[src/rtl/rtfvd_pkg.sv]
// Package for the rule table field value decoder.
// Holds the widths, rule kind and status codes, and the word types that pass along the chain.
// No dependencies.
package rtfvd_pkg;

  // Default parameter values.
  localparam int unsigned TABLE_ENTRIES_DEF = 16;
  localparam int unsigned FRAC_BITS_DEF     = 16;

  // Fixed field widths.
  localparam int unsigned CODE_W     = 32;
  localparam int unsigned IDX_W      = 4;
  localparam int unsigned KIND_W     = 3;
  localparam int unsigned VAL_W      = 32;
  localparam int unsigned OUT_W      = 48;
  localparam int unsigned STATUS_W   = 3;
  localparam int unsigned CW_W       = 6;
  localparam int unsigned CFG_IDX_W  = 2;
  localparam int unsigned CFG_DATA_W = 32;

  // Limits of the 48-bit signed result.
  localparam logic signed [63:0] OUT_MAX = 64'sh0000_7FFF_FFFF_FFFF;
  localparam logic signed [63:0] OUT_MIN = 64'shFFFF_8000_0000_0000;

  typedef enum logic [2:0] {
    KIND_ILLEGAL   = 3'd0,
    KIND_UNDEFINED = 3'd1,
    KIND_LINEAR    = 3'd2,
    KIND_BOUNDED   = 3'd3,
    KIND_UNBOUNDED = 3'd4,
    KIND_EXACT     = 3'd5,
    KIND_UNUSED    = 3'd6
  } rule_kind_e;

  typedef enum logic [2:0] {
    ST_OK        = 3'd0,
    ST_ILLEGAL   = 3'd1,
    ST_UNDEFINED = 3'd2,
    ST_NOSTMT    = 3'd3,
    ST_NOMATCH   = 3'd4
  } status_e;

  typedef enum logic [1:0] {
    CFG_CODE_WIDTH     = 2'd0,
    CFG_MSB_AT_HIGHEST = 2'd1,
    CFG_NOSTMT_EN      = 2'd2,
    CFG_NOSTMT_CODE    = 2'd3
  } cfg_reg_e;

  // First hit of each rule kind, gathered as a word walks the chain.
  typedef struct packed {
    logic                    ill;
    logic                    und;
    logic                    lin;
    logic                    bnd;
    logic                    unb;
    logic                    exa;
    logic [CODE_W-1:0]       lin_low;
    logic signed [VAL_W-1:0] lin_base;
    logic signed [VAL_W-1:0] lin_step;
    logic signed [VAL_W-1:0] bnd_base;
    logic signed [VAL_W-1:0] unb_base;
  } match_t;

  // One word in flight: either a table write or a decode request.
  typedef struct packed {
    logic                    is_write;
    logic [IDX_W-1:0]        wr_index;
    rule_kind_e              wr_kind;
    logic [CODE_W-1:0]       wr_low;
    logic [CODE_W-1:0]       wr_high;
    logic signed [VAL_W-1:0] wr_base;
    logic signed [VAL_W-1:0] wr_step;
    logic [CODE_W-1:0]       code_value;
    logic                    nostmt;
    match_t                  hits;
  } chain_word_t;

  // Decoded result word.
  typedef struct packed {
    status_e                 status;
    logic signed [OUT_W-1:0] value;
    logic [CODE_W-1:0]       code_value;
    logic                    sat;
  } result_t;

endpackage

[src/rtl/rtfvd_resolve.sv]
// Result stage of the decoder: applies the kind precedence, the linear multiply and saturation.
// Depends on rtfvd_pkg; fed by the last cell of the chain.
module rtfvd_resolve #(
  parameter int unsigned FRAC_BITS = rtfvd_pkg::FRAC_BITS_DEF
) (
  input  logic                   clk_i,
  input  logic                   rst_ni,
  input  logic                   adv_i,
  input  logic                   valid_i,
  input  rtfvd_pkg::chain_word_t word_i,
  output logic                   valid_o,
  output rtfvd_pkg::result_t     result_o
);

  logic [rtfvd_pkg::CODE_W-1:0]         off;
  logic signed [rtfvd_pkg::CODE_W:0]    off_s;
  logic signed [64:0]                   prod;
  logic [63:0]                          exs;
  rtfvd_pkg::status_e                   a_status_d;
  logic                                 a_lin_d;
  logic signed [rtfvd_pkg::OUT_W-1:0]   a_val_d;
  logic                                 a_sat_d;

  logic                                 a_valid_q;
  rtfvd_pkg::status_e                   a_status_q;
  logic                                 a_lin_q;
  logic signed [rtfvd_pkg::OUT_W-1:0]   a_val_q;
  logic                                 a_sat_q;
  logic signed [63:0]                   a_prod_q;
  logic signed [rtfvd_pkg::VAL_W-1:0]   a_base_q;
  logic [rtfvd_pkg::CODE_W-1:0]         a_code_q;

  logic signed [64:0]                   sum;
  rtfvd_pkg::result_t                   res_d;
  rtfvd_pkg::result_t                   res_q;
  logic                                 out_valid_q;

  // First stage: pick the winning kind by precedence and form the linear product.
  always_comb begin
    off        = word_i.code_value - word_i.hits.lin_low;
    off_s      = $signed({1'b0, off});
    prod       = off_s * $signed(word_i.hits.lin_step);
    exs        = 64'(word_i.code_value) << FRAC_BITS;
    a_lin_d    = 1'b0;
    a_val_d    = '0;
    a_sat_d    = 1'b0;
    if (word_i.hits.ill) begin
      a_status_d = rtfvd_pkg::ST_ILLEGAL;
    end else if (word_i.hits.und) begin
      a_status_d = rtfvd_pkg::ST_UNDEFINED;
    end else if (word_i.hits.lin) begin
      a_status_d = rtfvd_pkg::ST_OK;
      a_lin_d    = 1'b1;
    end else if (word_i.hits.bnd) begin
      a_status_d = rtfvd_pkg::ST_OK;
      a_val_d    = 48'($signed(word_i.hits.bnd_base));
    end else if (word_i.hits.unb) begin
      a_status_d = rtfvd_pkg::ST_OK;
      a_val_d    = 48'($signed(word_i.hits.unb_base));
    end else if (word_i.hits.exa) begin
      a_status_d = rtfvd_pkg::ST_OK;
      if (exs > 64'(rtfvd_pkg::OUT_MAX)) begin
        a_val_d = rtfvd_pkg::OUT_MAX[47:0];
        a_sat_d = 1'b1;
      end else begin
        a_val_d = exs[47:0];
      end
    end else if (word_i.nostmt) begin
      a_status_d = rtfvd_pkg::ST_NOSTMT;
    end else begin
      a_status_d = rtfvd_pkg::ST_NOMATCH;
    end
  end

  always_ff @(posedge clk_i or negedge rst_ni) begin
    if (!rst_ni) begin
      a_valid_q <= 1'b0;
    end else if (adv_i) begin
      a_valid_q <= valid_i && !word_i.is_write;
    end
  end

  always_ff @(posedge clk_i) begin
    if (adv_i) begin
      a_status_q <= a_status_d;
      a_lin_q    <= a_lin_d;
      a_val_q    <= a_val_d;
      a_sat_q    <= a_sat_d;
      a_prod_q   <= prod[63:0];
      a_base_q   <= word_i.hits.lin_base;
      a_code_q   <= word_i.code_value;
    end
  end

  // Second stage: add the linear base and clip to the 48-bit range.
  always_comb begin
    sum              = 65'(a_base_q) + 65'(a_prod_q);
    res_d.status     = a_status_q;
    res_d.code_value = a_code_q;
    res_d.value      = a_val_q;
    res_d.sat        = a_sat_q;
    if (a_lin_q) begin
      if (sum > 65'(rtfvd_pkg::OUT_MAX)) begin
        res_d.value = rtfvd_pkg::OUT_MAX[47:0];
        res_d.sat   = 1'b1;
      end else if (sum < 65'(rtfvd_pkg::OUT_MIN)) begin
        res_d.value = rtfvd_pkg::OUT_MIN[47:0];
        res_d.sat   = 1'b1;
      end else begin
        res_d.value = sum[47:0];
        res_d.sat   = 1'b0;
      end
    end
  end

  // Output register; holds its word while the receiver stalls.
  always_ff @(posedge clk_i or negedge rst_ni) begin
    if (!rst_ni) begin
      out_valid_q <= 1'b0;
    end else if (adv_i) begin
      out_valid_q <= a_valid_q;
    end
  end

  always_ff @(posedge clk_i) begin
    if (adv_i) begin
      res_q <= res_d;
    end
  end

  assign valid_o  = out_valid_q;
  assign result_o = res_q;

endmodule

[config.mk]
export PLATFORM = sky130hd
export DESIGN_NAME = rtfvd_resolve
export DESIGN_NICKNAME = d
export VERILOG_FILES = /design/src/rtl/rtfvd_pkg.sv /design/src/rtl/rtfvd_resolve.sv
export SDC_FILE = /design/constraint.sdc
export NUM_CORES = 2
export LEC_CHECK = 0
export BUFFER_PORTS_ARGS = -buffer_cell sky130_fd_sc_hd__buf_4
export CAP_MARGIN = 10
export CORE_ASPECT_RATIO = 0.6
export CORE_UTILIZATION = 64
export DETAILED_ROUTE_END_ITERATION = 8
export PLACE_DENSITY_LB_ADDON = 0.2
export SLEW_MARGIN = 5
export SYNTH_ARGS = -nofsm -noshare
export SYNTH_HDL_FRONTEND = slang
export SYNTH_SLANG_ARGS = --single-unit
[constraint.sdc]
create_clock -name clk_i -period 5.6 [get_ports clk_i]
set_clock_uncertainty 0.2 [all_clocks]
set_input_delay 1.4 -clock clk_i [delete_from_list [all_inputs] [get_ports clk_i]]
set_output_delay 1.4 -clock clk_i [all_outputs]
set_load 0.02 [all_outputs]
[Word level (Yosys, flattened, before mapping)]
Index checks and enable logic that the tools add are counted.
Storage, ports and cells
  flip-flop bits (word level): 267
  bits in latches: 0
  memory bits (writable): 0
  memory bits (read-only): 0
  bits of input ports: 339
  output and inout port bits: 85
  logic and storage cells: 45
  memories: 0
Cells by class
  add/subtract/negate cells: 2
  multipliers: 1
  divide/modulo/power cells: 0
  $lt $le $gt $ge: 3
  eq/ne operators: 0
  shift-type cells: 0
  multiplexer cells: 18
  bitwise logic cells: 1
  reduce and logical (&&, ||, !) cells: 6
Operators by type and width (number)
  48-bit 2-to-1 mux: 7
  32-bit by 64-bit adder with 65-bit output: 1
  65-bit by 48-bit greater-than comparator with 1-bit output (second input constant): 1
  65-bit by 48-bit < comparator with 1-bit output (second input constant): 1
  33-bit by 32-bit multiplier with 64-bit output: 1
  48-bit by 47-bit greater-than comparator with 1-bit output (second input constant): 1
  32-bit subtractor: 1
  6-bit OR reduction: 2
  2-bit 2-to-1 mux: 5
  1-bit 2-to-1 mux: 5
  3-bit 2-to-1 mux: 1
  3-bit OR reduction: 1
  2-bit OR reduction: 1
  1-bit logical AND: 1
  1-bit zero test: 1
  1-bit inverter: 1

[Depth between registers and ports, before layout]
  word-level depth: 6
  mapped depth: 45
  mapped depth without buffers: 43

[Worst setup path after synthesis]
Ideal clock, no wire load.
  path type: input -> register
  start point: input word_i[167] (netlist bit)
  end point: register a_prod_q[63], data pin
  setup time: 260 ps
  data arrival time: 11312 ps
  data required time: 5140 ps
  setup slack: -6172 ps
  stages: 43
  path buffers: 2
  cells stage by stage: inv_1 -> ha_1 -> inv_1 -> fa_1 -> a21o_1 -> a21oi_1 -> nor2b_1 -> o21ai_0 -> a31oi_1 -> a31oi_1 -> a21oi_1 -> a311o_1 -> a21o_1 -> and2_1 -> clkbuf_1 -> clkbuf_1 -> nor4_1 -> a311o_1 -> [7 not listed] -> fa_1 -> fa_1 -> inv_1 -> fa_1 -> inv_1 -> ha_1 -> a21o_1 -> a31oi_1 -> nor3_1 -> o41ai_1 -> o211ai_1 -> o41ai_1 -> o21ai_0 -> a31oi_1 -> a31o_2 -> o2111ai_1 -> a21oi_1 -> xnor2_1
Between the ends
  cells in the longest elaborated chain, start to end: 2
Ends and longest elaborated chain
  start: declaration: line rtfvd_resolve.sv:10  | input rtfvd_pkg::chain_word_t word_i,
  32-bit subtractor: line rtfvd_resolve.sv:40  | off = word_i.code_value - word_i.hits.lin_low;
  33-bit by 32-bit multiplier with 64-bit output: line rtfvd_resolve.sv:42  | prod = off_s * $signed(word_i.hits.lin_step);
  net prod[63]: line rtfvd_resolve.sv:17  | logic signed [64:0] prod;
  end signal: assignment: line rtfvd_resolve.sv:89  | a_prod_q <= prod[63:0];
  end: declaration: line rtfvd_resolve.sv:29  | logic signed [63:0] a_prod_q;
The timed path passes the listed nets, and every way through them passes these cells.
A chain may end at the register's enable or synchronous reset.

[Worst setup path after layout]
  start point: input word_i[167] (netlist bit)
  end point: register a_prod_q[61], data pin
Same word-level chain as after synthesis.

==> impl_metrics.yaml <==
cts:
  clockBufferDepth: 3
  cts_root_buffer: "clkbuf_16"
  clock_sinks: 267
  hold_buffers: 0
  clk_latency_ns: 0.56
  clk_pin_slew_worst_paths_ns: 0.07
  cts_tree: "done"
  numCtsBuffers: 22
  h-tree-depth: 1
worst_setup_path:
  cp_max_fo: 20
  crit_path_max_incr_delay_ns: 0.55
  worstSetupPathType: "input port to flip-flop"
  reg2reg_from: "a_base_q[31]"
  crit_end: "a_prod_q[61]"
  crit_top_cell: "fa_1"
  r2r_end: "result_o[36]"
  cp-startpoint: "word_i[167]"
  regToRegSetupSlack_ns: 0.09
  critPathCaptureType: "flip-flop"
  r2r_cells: 16
  worstPathArrival_ns: 11.45
  required_ns: 5.70
  slowest_stage: "fa_2"
  startpoint_type: "input port"
finish:
  multi_input_area_um2: 40800
  layout_common_cells: "inv_1, buf_4, fa_1"
  fin_nets: 7929
  final_cells: 7395
  seq_area_um2: 8010
  area_growth_pct: 23.1
  drive_gt1_share_pct: 23.7
  layout_commonest_cell: "inv_1"
  final_area_um2: 63600
  fillers: 4975
outcome:
  violations: "setup timing"
  outcome: "complete, but fails checks"
timing:
  rsz0062_at_grt: "yes"
  finalCriticalPeriod_ns: 11.35
  maxSlewHeadroom_pct: 29.5
  drv_slew: 0
  setup_viol: 60
  fmax_mhz: 88.1
  hold_viol: 0
  worst_pin_slew_ns: 1.04
  setup_ws_ns: -5.75
  whs_ns: 0.219
  min_period_over_period_pct: 203
yosys:
  ys_ff_latch: 267
  avgSynthCellArea_um2: 9.19
  syn_inst: 5621
  ys_warn_count: 0
  synth_cell_type_count: 80
  syn_area_um2: 51700
  synth_edf_count: 265
  ys.flop_type: "edfxtp_1"
  synth-seq-area-share_pct: 15.5
  async_reset_ff_share_pct: 0.749
  syn_nets: 7245
grt:
  antenna_found_initial: 9
  gr-total-overflow: 0
  grt_max_degree: 109
  grt_use_total_pct: 42.6
  grt_pass1_wl_um: 268000
  grt_pass1_vias: 47349
place:
  place_area_um2: 60000
  dp_hpwl_um: 134000
  io_buffers: 288
  gp_congestion: 0.981
  dp_cells: 7244
die:
  fp-row-count: 80
  start_util_pct: 64.8
  die_h_um: 222
  boundaryPins: 424
  dieArea_um2: 81900
  dieWidth_um: 369
  core_area_um2: 79700
route:
  dr_total_vias: 45385
  dr.max_layer_used: "met5"
  dr.pass1.iters: 8
  postRouteAntennaNets: 0
  drt_wl_total_um: 172000
  wl_met1_um: 66700
  routedWlPerCell_um: 23.3
  avgViaCountPerCell: 6.14
  first_iter_violations: 4919
  wl_met3_um: 21500
  wl_met2_um: 75300
  drc: 0
flow_run:
  drv_cap: 0
hold_path:
  hold_path.startpoint: "a_code_q[26]"
  hold_path.class: "flip-flop to flip-flop"
## layout make-up
class,count,share of cell area [%]
clock buffers,28,0.901
repair buffers,1035,14.2
multi-input cells,4005,64.1
flip-flops and latches,267,12.6
inverters,974,5.80
well taps,1066,2.10
clock inverters,12,0.283
diodes,8,0.0315
## through the flow
step | util [%] | setup TNS [ns] | setup WS (ns)
2_1_floorplan | - | -230.94 | -5.23
3_3_place_gp | 75.3 | -284.62 | -6.10
3_5_place_dp | 75.3 | -291.28 | -6.30
4_1_cts | 78.9 | -259.79 | -5.45
5_1_grt | 79.8 | -278.91 | -6.02
6_report | 79.9 | -266.47 | -5.75
## worst min path at each step
stage,end,depth (start not counted)
3_5_place_dp,result_o[12],0
5_1_grt,result_o[23],0
2_1_floorplan,result_o[10],0
6_report,result_o[27],0
3_3_place_gp,result_o[82],0
4_1_cts,result_o[32],0
## sequential cells by signal, summed over array words and instances (netlist names)
register	flops
a_code_q	32
a_val_q	48
result_o	84
valid_o	1
a_lin_q	1
a_sat_q	1
a_base_q	32
a_prod_q	64
a_status_q	3
a_valid_q	1
## synthesized netlist by cell type, types with 8 or more instances
library cell / number / area, um2
xnor2_1: 92 / 806
o21a_1: 26 / 195
nand2_1: 632 / 2370
nor2b_1: 76 / 475
a221oi_1: 17 / 149
xor2_1: 51 / 447
edfxtp_1: 265 / 7960
ha_1: 386 / 4830
o311ai_0: 17 / 149
o311a_1: 13 / 130
a311o_1: 26 / 260
and3_1: 21 / 131
nand3_1: 70 / 350
nand2b_1: 23 / 144
fa_1: 899 / 18000
nor4_1: 41 / 257
o21ai_0: 145 / 726
nor3_1: 30 / 150
o21bai_1: 24 / 180
nand4_1: 74 / 463
o22ai_2: 40 / 500
nor2_1: 233 / 875
o31ai_1: 35 / 263
or3_1: 10 / 62.6
or2_2: 14 / 87.6
buf_1: 13 / 48.8
o21ai_1: 13 / 65.1
and2_1: 519 / 3250
a211oi_1: 10 / 75.1
o22ai_1: 8 / 50.1
a31oi_1: 61 / 382
clkbuf_1: 337 / 1260
buf_2: 14 / 70.1
a21oi_1: 183 / 916
a21o_1: 70 / 526
inv_1: 974 / 3660
a311oi_1: 14 / 123
o211ai_1: 43 / 323
## critical path, delay by kind of cell
kind	cells	cell delay [ns]
xor+xnor	1	0.07
simple gates	4	0.57
fa+ha+maj	11	4.42
buf+inv	11	1.30
compound gates	18	3.69
## kinds of logic (layout without fill, tap and decap cells)
logic type / after synthesis / in the layout / share of synthesized area (%)
DFF: 267 / 267 / 15.5
xor gates and xnor gates: 143 / 143 / 2.42
and+or+nand+nor: 1775 / 1775 / 17.2
other: 0 / 8 / 0
muxes: 4 / 4 / 0.0823
buffers and inverters: 1349 / 2049 / 9.97
AOI/OAI and AO/OA: 798 / 798 / 10.6
adders and majority gates: 1285 / 1285 / 44.2
## layer usage
metal / global-route usage, % / vias to the layer above
met2: 64.1 / 3000
met4: 17.2 / 2
met1: 59.3 / 22420
met5: 0 / -
li1: - / 19348
met3: 10.7 / 615
## repair_timing
| action | in CTS | in global routing |
|---|---|---|
| setup buffers | 82 | 32 |
| pin swaps | 107 | 116 |
| setup endpoints to repair | 58 | 61 |
| cloned | 6 | 1 |
| resized for setup | 240 | 140 |
Power is left out: the tool's default activity adds up to more than one toggle a clock period on the data nets, which glitch-free logic cannot reach.
