$ cat src/rtl/rtfvd_pkg.sv
// Package for the rule table field value decoder.
// Holds the widths, rule kind and status codes, and the word types that pass along the chain.
// No dependencies.
package rtfvd_pkg;

  // Default parameter values.
  localparam int unsigned TABLE_ENTRIES_DEF = 16;
  localparam int unsigned FRAC_BITS_DEF     = 16;

  // Fixed field widths.
  localparam int unsigned CODE_W     = 32;
  localparam int unsigned IDX_W      = 4;
  localparam int unsigned KIND_W     = 3;
  localparam int unsigned VAL_W      = 32;
  localparam int unsigned OUT_W      = 48;
  localparam int unsigned STATUS_W   = 3;
  localparam int unsigned CW_W       = 6;
  localparam int unsigned CFG_IDX_W  = 2;
  localparam int unsigned CFG_DATA_W = 32;

  // Limits of the 48-bit signed result.
  localparam logic signed [63:0] OUT_MAX = 64'sh0000_7FFF_FFFF_FFFF;
  localparam logic signed [63:0] OUT_MIN = 64'shFFFF_8000_0000_0000;

  typedef enum logic [2:0] {
    KIND_ILLEGAL   = 3'd0,
    KIND_UNDEFINED = 3'd1,
    KIND_LINEAR    = 3'd2,
    KIND_BOUNDED   = 3'd3,
    KIND_UNBOUNDED = 3'd4,
    KIND_EXACT     = 3'd5,
    KIND_UNUSED    = 3'd6
  } rule_kind_e;

  typedef enum logic [2:0] {
    ST_OK        = 3'd0,
    ST_ILLEGAL   = 3'd1,
    ST_UNDEFINED = 3'd2,
    ST_NOSTMT    = 3'd3,
    ST_NOMATCH   = 3'd4
  } status_e;

  typedef enum logic [1:0] {
    CFG_CODE_WIDTH     = 2'd0,
    CFG_MSB_AT_HIGHEST = 2'd1,
    CFG_NOSTMT_EN      = 2'd2,
    CFG_NOSTMT_CODE    = 2'd3
  } cfg_reg_e;

  // First hit of each rule kind, gathered as a word walks the chain.
  typedef struct packed {
    logic                    ill;
    logic                    und;
    logic                    lin;
    logic                    bnd;
    logic                    unb;
    logic                    exa;
    logic [CODE_W-1:0]       lin_low;
    logic signed [VAL_W-1:0] lin_base;
    logic signed [VAL_W-1:0] lin_step;
    logic signed [VAL_W-1:0] bnd_base;
    logic signed [VAL_W-1:0] unb_base;
  } match_t;

  // One word in flight: either a table write or a decode request.
  typedef struct packed {
    logic                    is_write;
    logic [IDX_W-1:0]        wr_index;
    rule_kind_e              wr_kind;
    logic [CODE_W-1:0]       wr_low;
    logic [CODE_W-1:0]       wr_high;
    logic signed [VAL_W-1:0] wr_base;
    logic signed [VAL_W-1:0] wr_step;
    logic [CODE_W-1:0]       code_value;
    logic                    nostmt;
    match_t                  hits;
  } chain_word_t;

  // Decoded result word.
  typedef struct packed {
    status_e                 status;
    logic signed [OUT_W-1:0] value;
    logic [CODE_W-1:0]       code_value;
    logic                    sat;
  } result_t;

endpackage

$ cat src/rtl/rtfvd_cell.sv
// One cell of the rule chain: holds a single rule table entry and compares each passing word.
// Depends on rtfvd_pkg for the word and kind types.
module rtfvd_cell #(
  parameter int unsigned CELL_IDX = 0
) (
  input  logic                   clk_i,
  input  logic                   rst_ni,
  input  logic                   adv_i,
  input  logic                   valid_i,
  input  rtfvd_pkg::chain_word_t word_i,
  output logic                   valid_o,
  output rtfvd_pkg::chain_word_t word_o
);

  rtfvd_pkg::rule_kind_e                kind_q;
  logic [rtfvd_pkg::CODE_W-1:0]         low_q;
  logic [rtfvd_pkg::CODE_W-1:0]         high_q;
  logic signed [rtfvd_pkg::VAL_W-1:0]   base_q;
  logic signed [rtfvd_pkg::VAL_W-1:0]   step_q;
  logic                                 valid_q;
  rtfvd_pkg::chain_word_t               word_q;
  rtfvd_pkg::chain_word_t               word_d;
  logic                                 wr_hit;
  logic                                 dec;
  logic                                 in_range;
  logic                                 eq_low;

  // Compare the passing code against this entry; only the first hit of a kind is kept.
  always_comb begin
    wr_hit   = valid_i && word_i.is_write && (32'(word_i.wr_index) == CELL_IDX);
    dec      = valid_i && !word_i.is_write;
    in_range = (word_i.code_value >= low_q) && (word_i.code_value <= high_q);
    eq_low   = (word_i.code_value == low_q);
    word_d   = word_i;
    if (dec) begin
      case (kind_q)
        rtfvd_pkg::KIND_ILLEGAL: begin
          if (in_range) word_d.hits.ill = 1'b1;
        end
        rtfvd_pkg::KIND_UNDEFINED: begin
          if (in_range) word_d.hits.und = 1'b1;
        end
        rtfvd_pkg::KIND_LINEAR: begin
          if (in_range && !word_i.hits.lin) begin
            word_d.hits.lin      = 1'b1;
            word_d.hits.lin_low  = low_q;
            word_d.hits.lin_base = base_q;
            word_d.hits.lin_step = step_q;
          end
        end
        rtfvd_pkg::KIND_BOUNDED: begin
          if (eq_low && !word_i.hits.bnd) begin
            word_d.hits.bnd      = 1'b1;
            word_d.hits.bnd_base = base_q;
          end
        end
        rtfvd_pkg::KIND_UNBOUNDED: begin
          if (eq_low && !word_i.hits.unb) begin
            word_d.hits.unb      = 1'b1;
            word_d.hits.unb_base = base_q;
          end
        end
        rtfvd_pkg::KIND_EXACT: begin
          if (eq_low) word_d.hits.exa = 1'b1;
        end
        default: ;
      endcase
    end
  end

  // Entry kind; every slot starts out unused.
  always_ff @(posedge clk_i or negedge rst_ni) begin
    if (!rst_ni) begin
      kind_q <= rtfvd_pkg::KIND_UNUSED;
    end else if (adv_i && wr_hit) begin
      kind_q <= word_i.wr_kind;
    end
  end

  // Entry payload, written together with the kind.
  always_ff @(posedge clk_i) begin
    if (adv_i && wr_hit) begin
      low_q  <= word_i.wr_low;
      high_q <= word_i.wr_high;
      base_q <= word_i.wr_base;
      step_q <= word_i.wr_step;
    end
  end

  // Hand the word on to the next cell.
  always_ff @(posedge clk_i or negedge rst_ni) begin
    if (!rst_ni) begin
      valid_q <= 1'b0;
    end else if (adv_i) begin
      valid_q <= valid_i;
    end
  end

  always_ff @(posedge clk_i) begin
    if (adv_i) begin
      word_q <= word_d;
    end
  end

  assign valid_o = valid_q;
  assign word_o  = word_q;

endmodule

$ cat config.mk
export PLATFORM = sky130hd
export DESIGN_NAME = rtfvd_cell
export DESIGN_NICKNAME = d
export VERILOG_FILES = /design/src/rtl/rtfvd_pkg.sv /design/src/rtl/rtfvd_cell.sv
export SDC_FILE = /design/constraint.sdc
export NUM_CORES = 1
export LEC_CHECK = 0
export ABC_CLOCK_PERIOD_IN_PS = 3200
export BUFFER_PORTS_ARGS = -buffer_cell sky130_fd_sc_hd__buf_2
export CAP_MARGIN = 20
export CORE_MARGIN = 5
export CORE_UTILIZATION = 25
export CTS_CLUSTER_DIAMETER = 30
export DETAILED_ROUTE_END_ITERATION = 10
export GPL_TIMING_DRIVEN = 0
export SLEW_MARGIN = 15
export SYNTH_ARGS = -nofsm -noshare
export SYNTH_HDL_FRONTEND = slang
export SYNTH_SLANG_ARGS = --single-unit
$ cat constraint.sdc
create_clock -name clk_i -period 3.2 [get_ports clk_i]
set_input_delay 0.16 -clock clk_i [delete_from_list [all_inputs] [get_ports clk_i]]
set_output_delay 0.16 -clock clk_i [all_outputs]
set_load 0.005 [all_outputs]
### Word-level counts from Yosys, hierarchy flattened

Cells that the tools add are included.

* bits in registers: 467
* bits of input ports: 339
* output and inout port bits: 336
* logic and storage cells: 67

* $lt $le $gt $ge: 2
* equal/unequal tests: 6
* mux-type cells: 19
* reductions and logical operators: 14

Operators by type and width (number)
* $mux 96: 2
* $mux 166: 1
* $mux 32: 4
* $eq 32x32->1: 1
* $ge 32x32->1: 1
* $le 32x32->1: 1
* $mux 1: 12
* $logic_and 1x1->1: 8
* $eq 3x2->1 const B: 2
* $eq 3x3->1 const B: 2
* $logic_not 1->1: 4
* $logic_not 4->1: 1
* $eq 3x1->1 const B: 1
* $logic_not 3->1: 1

### Logic depth before layout (Yosys ltp)

Gate-level depths: netlist (run 1).

* depth in word-level cells: 6
* mapped depth: 12
* depth with buffers taken out: 9

### Worst setup path before layout (run 1)

No wires, ideal clock.

* kind: in2reg
* from: in word_i[330] (netlist bit)
* to: reg kind_q[1]
* setup time: 0.103 ns
* data arrival time: 10.993 ns
* data required time: 3.097 ns
* slack: -7.896 ns
* cell stages on the path: 3
* buffers on the path: 0
* cell sequence: or4b_2 -> nor3_1 -> mux2_2

* word-level cells in the longest chain between the ends: 3

Ends and longest elaborated chain
* start: declaration: line rtfvd_cell.sv:10 `input rtfvd_pkg::chain_word_t word_i,`
* $logic_not 4->1: line rtfvd_cell.sv:30 `wr_hit = valid_i && word_i.is_write && (32'(word_i.wr_index) == CELL_IDX);`
* $logic_and 1x1->1: line rtfvd_cell.sv:30
* $logic_and 1x1->1: line rtfvd_cell.sv:75 `end else if (adv_i && wr_hit) begin`
* end signal: assignment: line rtfvd_cell.sv:74 `kind_q <= rtfvd_pkg::KIND_UNUSED;`
* end signal: assignment: line rtfvd_cell.sv:76 `kind_q <= word_i.wr_kind;`
* end: declaration: line rtfvd_cell.sv:15 `rtfvd_pkg::rule_kind_e kind_q;`

Every way passes these cells.
A chain may end at the register's enable or synchronous reset.

==> results.yml, run 1 <==
min_path:
  whs_path_depth: 1
  min_from: "adv_i"
  hold_class: "primary input to register"
clocking:
  clock_latency_ns: 0.64
  h-tree-depth: 3
  numCtsBuffers: 97
  clock_path_buffers: 3
  clock-root-buffer: "clkbuf_16"
  cts.sinks: 467
  cts_tree: "yes"
  clkTransAtPathRegs_ns: 0.05
critical_path:
  crit_type: "register to register"
  required_ns: 3.56
  cp_top_family: "buffers and inverters"
  endpoint_kind: "register"
  cp_cell_sequence: "inv_2 > ha_4 > nand4_1 > buf_6 > nor4_4 > buf_4 > and2_4 > a221o_1 > o211ai_1 > buf_4 > or3_4 > buf_12 > buf_16 > buf_16 > mux2_4"
  critPathSlowestCell: "edfxtp_1"
  worst-path-stages: 15
  path_max_fanout: 7
  worstReg2RegStart: "low_q[30]$_DFFE_PP_"
  arrival_ns: 3.77
  startpoint: "low_q[30]$_DFFE_PP_"
  critical_path_buf_inv_count: 7
  rr_worst_depth: 15
  cp_slowest_stage_delay_ns: 0.38
  cp-start-kind: "register"
placed_design:
  place_area_sq_um: 22700
  place.gp.congestion: 0.853
  dp_hpwl_mm: 44.4
  port_buffers: 674
synth:
  synth.most_common_cell: "edfxtp_1"
  synth.distinct_cells: 38
  syn-num-nets: 1298
  synthCells: 895
  syn_avg_cell_area_sq_um: 20.0
  synth_common_cells: "edfxtp_1, mux2_2, inv_1, ha_1, mux2_4"
  synth_top_area_cell: "edfxtp_1"
  yosysWarnings: 0
  ys.flop_type: "edfxtp_1"
  ys_seq_area_frac: 0.784
  synthTopCellsByArea: "edfxtp_1, mux2_2, ha_1"
  async_flop_share: 0.00857
  synth_edf_count: 463
  synthesis.area_sq_um: 17900
  yosys.area.top_type_share: 0.778
  synth_seq_cells: 467
pwr:
  power_leakage_uw: 0.0127
  peakVddDrop_uv: 477
  power_uw: 19300
  cellPowerDensity_nw_per_um2: 633
timing:
  finClkSkew_ns: 0.0600
  hold_viol_final: 0
  tns_ns: -11.00
  worstMarginPinSlew_ns: 0.756
  setup_viol: 96
  drv_slew: 0
  grt_setup_unrepaired: "true"
  setup_slack_ns: -0.210
  finalCriticalPeriod_ns: 3.41
  fin_crit_sh: 1.07
  maxSlewHeadroom: 0.496
  fmax_mhz: 293
grt:
  gr-total-overflow: 0
  antenna_found_initial: 8
  grt_pass1_vias: 14400
  grt_usage: 0.157
  grt_pass1_wl_mm: 91.5
  grt_max_degree: 107
floorplanning:
  die_w_um: 277
  dieArea_sq_um: 76900
  placementRows: 98
  io_pins: 675
  start_util: 0.251
  coreArea_sq_um: 71200
  die_height_um: 277
route:
  wirelength_mm: 64.1
  vias: 13000
  drc: 0
  drt_iter0_drc: 641
  firstDrtPassIters: 4
  drtAntennaViolNets: 0
  wl_per_cell_um: 20.7
  routed_via_density: 4.21
cells_and_area:
  drive_above_1_share: 0.514
  num-nets-final: 2456
  syn_to_final_growth_pct: 70.6
  final_area_sq_um: 30500
run:
  cap_violations: 0
status:
  outcome: "finished with violations"
  violations: "negative setup slack"
-- registers in the layout (all words and copies together), names as in the netlist --
| signal | cells |
|---|---|
| word_o | 335 |
| base_q | 32 |
| step_q | 32 |
| kind_q | 3 |
| low_q | 32 |
| high_q | 32 |
| valid_o | 1 |
-- layer usage --
layer	vias up	wire (um)	GRT usage
li1	5882	-	-
met1	6440	25400	0.186
met2	582	32500	0.273
met3	108	4670	0.0477
met4	4	1560	0.0496
met5	-	21	0
-- layout by cell type (no fill, tap or decap), drive strengths merged, types with 2 or more instances in the layout --
cell           n
buf          734
edfxtp       463
dlygate4sd3  338
mux2         164
clkbuf       115
inv           74
ha            64
clkinv        37
a21oi         23
bufinv        18
nand4         16
nand2         11
clkinvlp      11
nand3          8
nor2           7
a21o           5
o21ai          5
diode          4
nand2b         4
o21bai         4
o31ai          4
nor4           3
a221o          3
nor3           3
nor2b          2
a211o          2
o21a           2
o211ai         2
or3            2
dfrtp          2
dfstp          2
-- where the power goes --
part / leakage [uW] / internal, uW / total (uW) / switching, uW
Combinational: 0.00658 / 815 / 1480 / 665
Sequential: 0.00448 / 7150 / 7270 / 119
Clock: 0.00166 / 7100 / 10500 / 3440
Total: 0.0127 / 15100 / 19300 / 4230
-- layout make-up --
cell class / count / area [sq um]
antenna: 4 / 10.0
buffer: 14 / 234
clock buffer: 111 / 2490
clock inverter: 73 / 1010
fill: 6195 / 40800
inverter: 67 / 251
multi-input combinational: 344 / 3860
sequential: 467 / 14000
tap: 950 / 1190
timing repair buffer: 1062 / 7430
-- path summary, 6_finish.rpt --
path / end / slack (ns)
worst max-delay path: word_o[126]$_DFFE_PP_ / -0.21
worst min-delay path: word_o[271]$_DFFE_PP_ / 0.08
worst min register to register: word_o[91]$_DFFE_PP_ / 0.51
min in group asynchronous: kind_q[1]$_DFFE_PN1P_ / 0.18
max in group asynchronous: kind_q[0]$_DFFE_PN0P_ / 2.23
worst max register to register: word_o[126]$_DFFE_PP_ / -0.21
-- metrics by stage --
stage / worst slack (ns) / hold WS (ns) / util / std cells
2_1_floorplan: -1.24 / -0.136 / - / 895
3_3_place_gp: -9.37 / 0.0131 / 0.315 / 2519
3_5_place_dp: -1.64 / 0.0209 / 0.319 / 2533
4_1_cts: -0.215 / 0.0611 / 0.421 / 3070
5_1_grt: -0.349 / 0.0817 / 0.428 / 3088
6_report: -0.210 / 0.0809 / 0.428 / 3092
-- kinds of logic after synthesis --
group,after synthesis,synth area share
fa+ha+maj,64,0.0448
simple gates,60,0.0182
buf+inv,84,0.0206
mux,164,0.112
flops,467,0.784
compound gates,56,0.0208
-- worst register-to-register path, delay by kind of cell, from the launching register on --
kind,cells,cell delay [ns]
adders and majority gates,1,0.26
muxes,1,0.34
DFF,1,0.38
and+or+nand+nor,4,0.88
AOI/OAI and AO/OA,2,0.23
buffers and inverters,7,1.07
-- what timing repair did --
item / CTS / global route
endpoints found under the hold margin: 474 / 0
hold buffers: 338 / 0
pin swaps: 11 / 10
resized for setup: 47 / 69
endpoints found under the setup margin: 162 / 144
gates cloned: 1 / 4
buffers inserted: 16 / 15
(Power assumes the default switching activity.)
==> run 2: changes to the inputs <==
--- a/config.mk
+++ b/config.mk
@@ -5,7 +5,7 @@
 export SDC_FILE = /design/constraint.sdc
 export NUM_CORES = 1
 export LEC_CHECK = 0
-export ABC_CLOCK_PERIOD_IN_PS = 3200
+export ABC_CLOCK_PERIOD_IN_PS = 4100
 export BUFFER_PORTS_ARGS = -buffer_cell sky130_fd_sc_hd__buf_2
 export CAP_MARGIN = 20
 export CORE_MARGIN = 5
@@ -13,6 +13,7 @@
 export CTS_CLUSTER_DIAMETER = 30
 export DETAILED_ROUTE_END_ITERATION = 10
 export GPL_TIMING_DRIVEN = 0
+export SKIP_LAST_GASP = 1
 export SLEW_MARGIN = 15
 export SYNTH_ARGS = -nofsm -noshare
 export SYNTH_HDL_FRONTEND = slang
==> constraint.sdc (replaced) <==
create_clock -name clk_i -period 4.1 [get_ports clk_i]
set_input_delay 0.205 -clock clk_i [delete_from_list [all_inputs] [get_ports clk_i]]
set_output_delay 0.205 -clock clk_i [all_outputs]
set_load 0.005 [all_outputs]
==> run 2 against run 1 <==
Effect of this change: the flow now finishes without violations; die area unchanged; combinational power is 24% lower; critical path depth shrank 2; maximum frequency fell by 13%; via count shrank 1.4%; global-route usage shrank 0.091 points; non-clock buffer count shrank 29; hold slack worse by 0.046 ns; utilization decreased by 1.1 points; critical path type unchanged; largest power group unchanged.
==> results.yml, run 2 (synthesized netlist as in run 1, its figures left out) <==
status:
  outcome: "complete, no violations"
critical_path:
  startpoint: "high_q[30]$_DFFE_PP_"
  cpMostUsedCell: "buf_6"
  crit_path_end: "word_o[126]$_DFFE_PP_"
  required_ns: 4.47
  endpoint_kind: "register"
  cp-start-kind: "register"
  path_max_fanout: 10
  worstReg2RegEnd: "word_o[126]$_DFFE_PP_"
  worstReg2RegStart: "high_q[30]$_DFFE_PP_"
  critPathSlowestCell: "nor4_4"
  cp_cell_sequence: "inv_1 > ha_1 > nand4_1 > nor4_4 > nand3_1 > o311ai_1 > o211ai_1 > buf_4 > or3_1 > buf_2 > buf_6 > buf_6 > mux2_4"
  crit_type: "register to register"
  rr_worst_depth: 13
  cp_slowest_stage_delay_ns: 0.48
  r2r_setup_slack_ns: 0.16
  arrival_ns: 4.30
grt:
  top_usage_layer: "met2"
  grt_usage: 0.156
  grtUsageMet1: 0.185
  grt_util_met3: 0.0478
  gr-total-overflow: 0
  grt_pass1_vias: 14300
  antenna_found_initial: 9
  grt_max_degree: 107
  grt_pass1_wl_mm: 91.0
  grtUsageMet2: 0.268
timing:
  fin_crit_sh: 0.960
  maxSlewHeadroom: 0.497
  worstMarginPinSlew_ns: 0.754
  setup_viol: 0
  finalCriticalPeriod_ns: 3.94
  drv_slew: 0
  hold_viol_final: 0
  finClkSkew_ns: 0.0551
  fmax_mhz: 254
  setup_slack_ns: 0.165
  grt_setup_unrepaired: "false"
route:
  wirelength_mm: 62.7
  firstDrtPassIters: 5
  drt_iter0_drc: 660
  drtAntennaViolNets: 0
  routed_via_density: 4.19
  vias: 12800
  wl_per_cell_um: 20.5
  drc: 0
placed_design:
  port_buffers: 674
  preCtsSetupSlack_ns: -0.739
  place.gp.congestion: 0.853
  placed_cells: 2533
  dp_hpwl_mm: 44.4
pwr:
  power_leakage_uw: 0.0124
  peakVddDrop_uv: 367
  cellPowerDensity_nw_per_um2: 507
  power_uw: 15000
cells_and_area:
  instances_no_fill: 3063
  fillers: 6283
  final_cell_mix: "buf_2, edfxtp_1, dlygate4sd3_1, mux2_2, clkbuf_16"
  final_common_cell: "buf_2"
  final_core_util: 0.416
  num-nets-final: 2427
  largest_register_ffs: 335
  drive_above_1_share: 0.494
  syn_to_final_growth_pct: 66.0
run:
  cap_violations: 0
clocking:
  clkTransAtPathRegs_ns: 0.04
  clock_latency_ns: 0.64
  cts_tree: "yes"
  numCtsBuffers: 97
  h-tree-depth: 3
  clock-root-buffer: "clkbuf_16"
  cts.sinks: 467
  clock_path_buffers: 3
floorplanning:
  io_pins: 675
  die_w_um: 277
  start_util: 0.251
  dieArea_sq_um: 76900
  die_height_um: 277
  placementRows: 98
  coreArea_sq_um: 71200
min_path:
  hold_class: "primary input to register"
-- run 2: cell type report --
class                   instances  area (sq um)  area share
diodes                          4          10.0    0.000337
plain buffers                  17           116     0.00392
clock buffers                 111          2490      0.0839
clock inverters                73          1010      0.0339
inverters                      67           251     0.00848
multi-input cells             344          3560       0.120
flip-flops and latches        467         14000       0.472
well taps                     950          1190      0.0401
repair buffers               1030          7040       0.237
-- run 2: how the worst min path moves through the flow --
stage | endpoint | startpoint | cells after the start | slack, ns
final | word_o[164]$_DFFE_PP_ | word_i[164] | 2 | 0.03
after global routing | word_o[164]$_DFFE_PP_ | word_i[164] | 2 | 0.007
after CTS | word_o[164]$_DFFE_PP_ | word_i[164] | 2 | 0.0002
after detailed placement | valid_o$_DFFE_PN0P_ | rst_ni | 1 | 0.07
after global placement | valid_o$_DFFE_PN0P_ | rst_ni | 1 | 0.06
after floorplan | kind_q[0]$_DFFE_PN0P_ | rst_ni | 0 | -0.09
-- run 2: per-stage QoR --
step,hold WS (ns),TNS [ns],cell area (sq um)
6_report,0.0346,0,29700
5_1_grt,0.00671,0,29700
4_1_cts,0.000187,0,29600
3_5_place_dp,0.0659,-45.36,22700
3_3_place_gp,0.0581,-1866.13,22400
2_1_floorplan,-0.0906,-32.79,17900
-- run 2: where the power goes --
part	switching, uW	total, uW	internal, uW
sequential	92.2	5670	5580
combinational	509	1130	617
clock	2690	8230	5540
-- run 2: what timing repair did --
action | CTS | global route
endpoints found under the hold margin | 473 | 0
gates cloned | 0 | 0
gates resized for setup | 6 | 1
pin swaps | 2 | 1
hold buffers | 337 | 0
setup endpoints to repair | 158 | 24
buffers inserted | 4 | 1
-- run 2: metal layers --
layer  vias to the layer above  routed length, um
met3                       110               4780
met4                         2               1860
met1                      6314              24800
li1                       5821                  -
met2                       584              31300
met5                         -                 12
-- run 2: critical path, delay by kind of cell, from the launching register on --
kind / cells / cell delay, ns
AOI/OAI and AO/OA: 2 / 0.44
and+or+nand+nor: 4 / 1.36
DFF: 1 / 0.33
muxes: 1 / 0.34
adders and majority gates: 1 / 0.30
buffers and inverters: 5 / 0.87
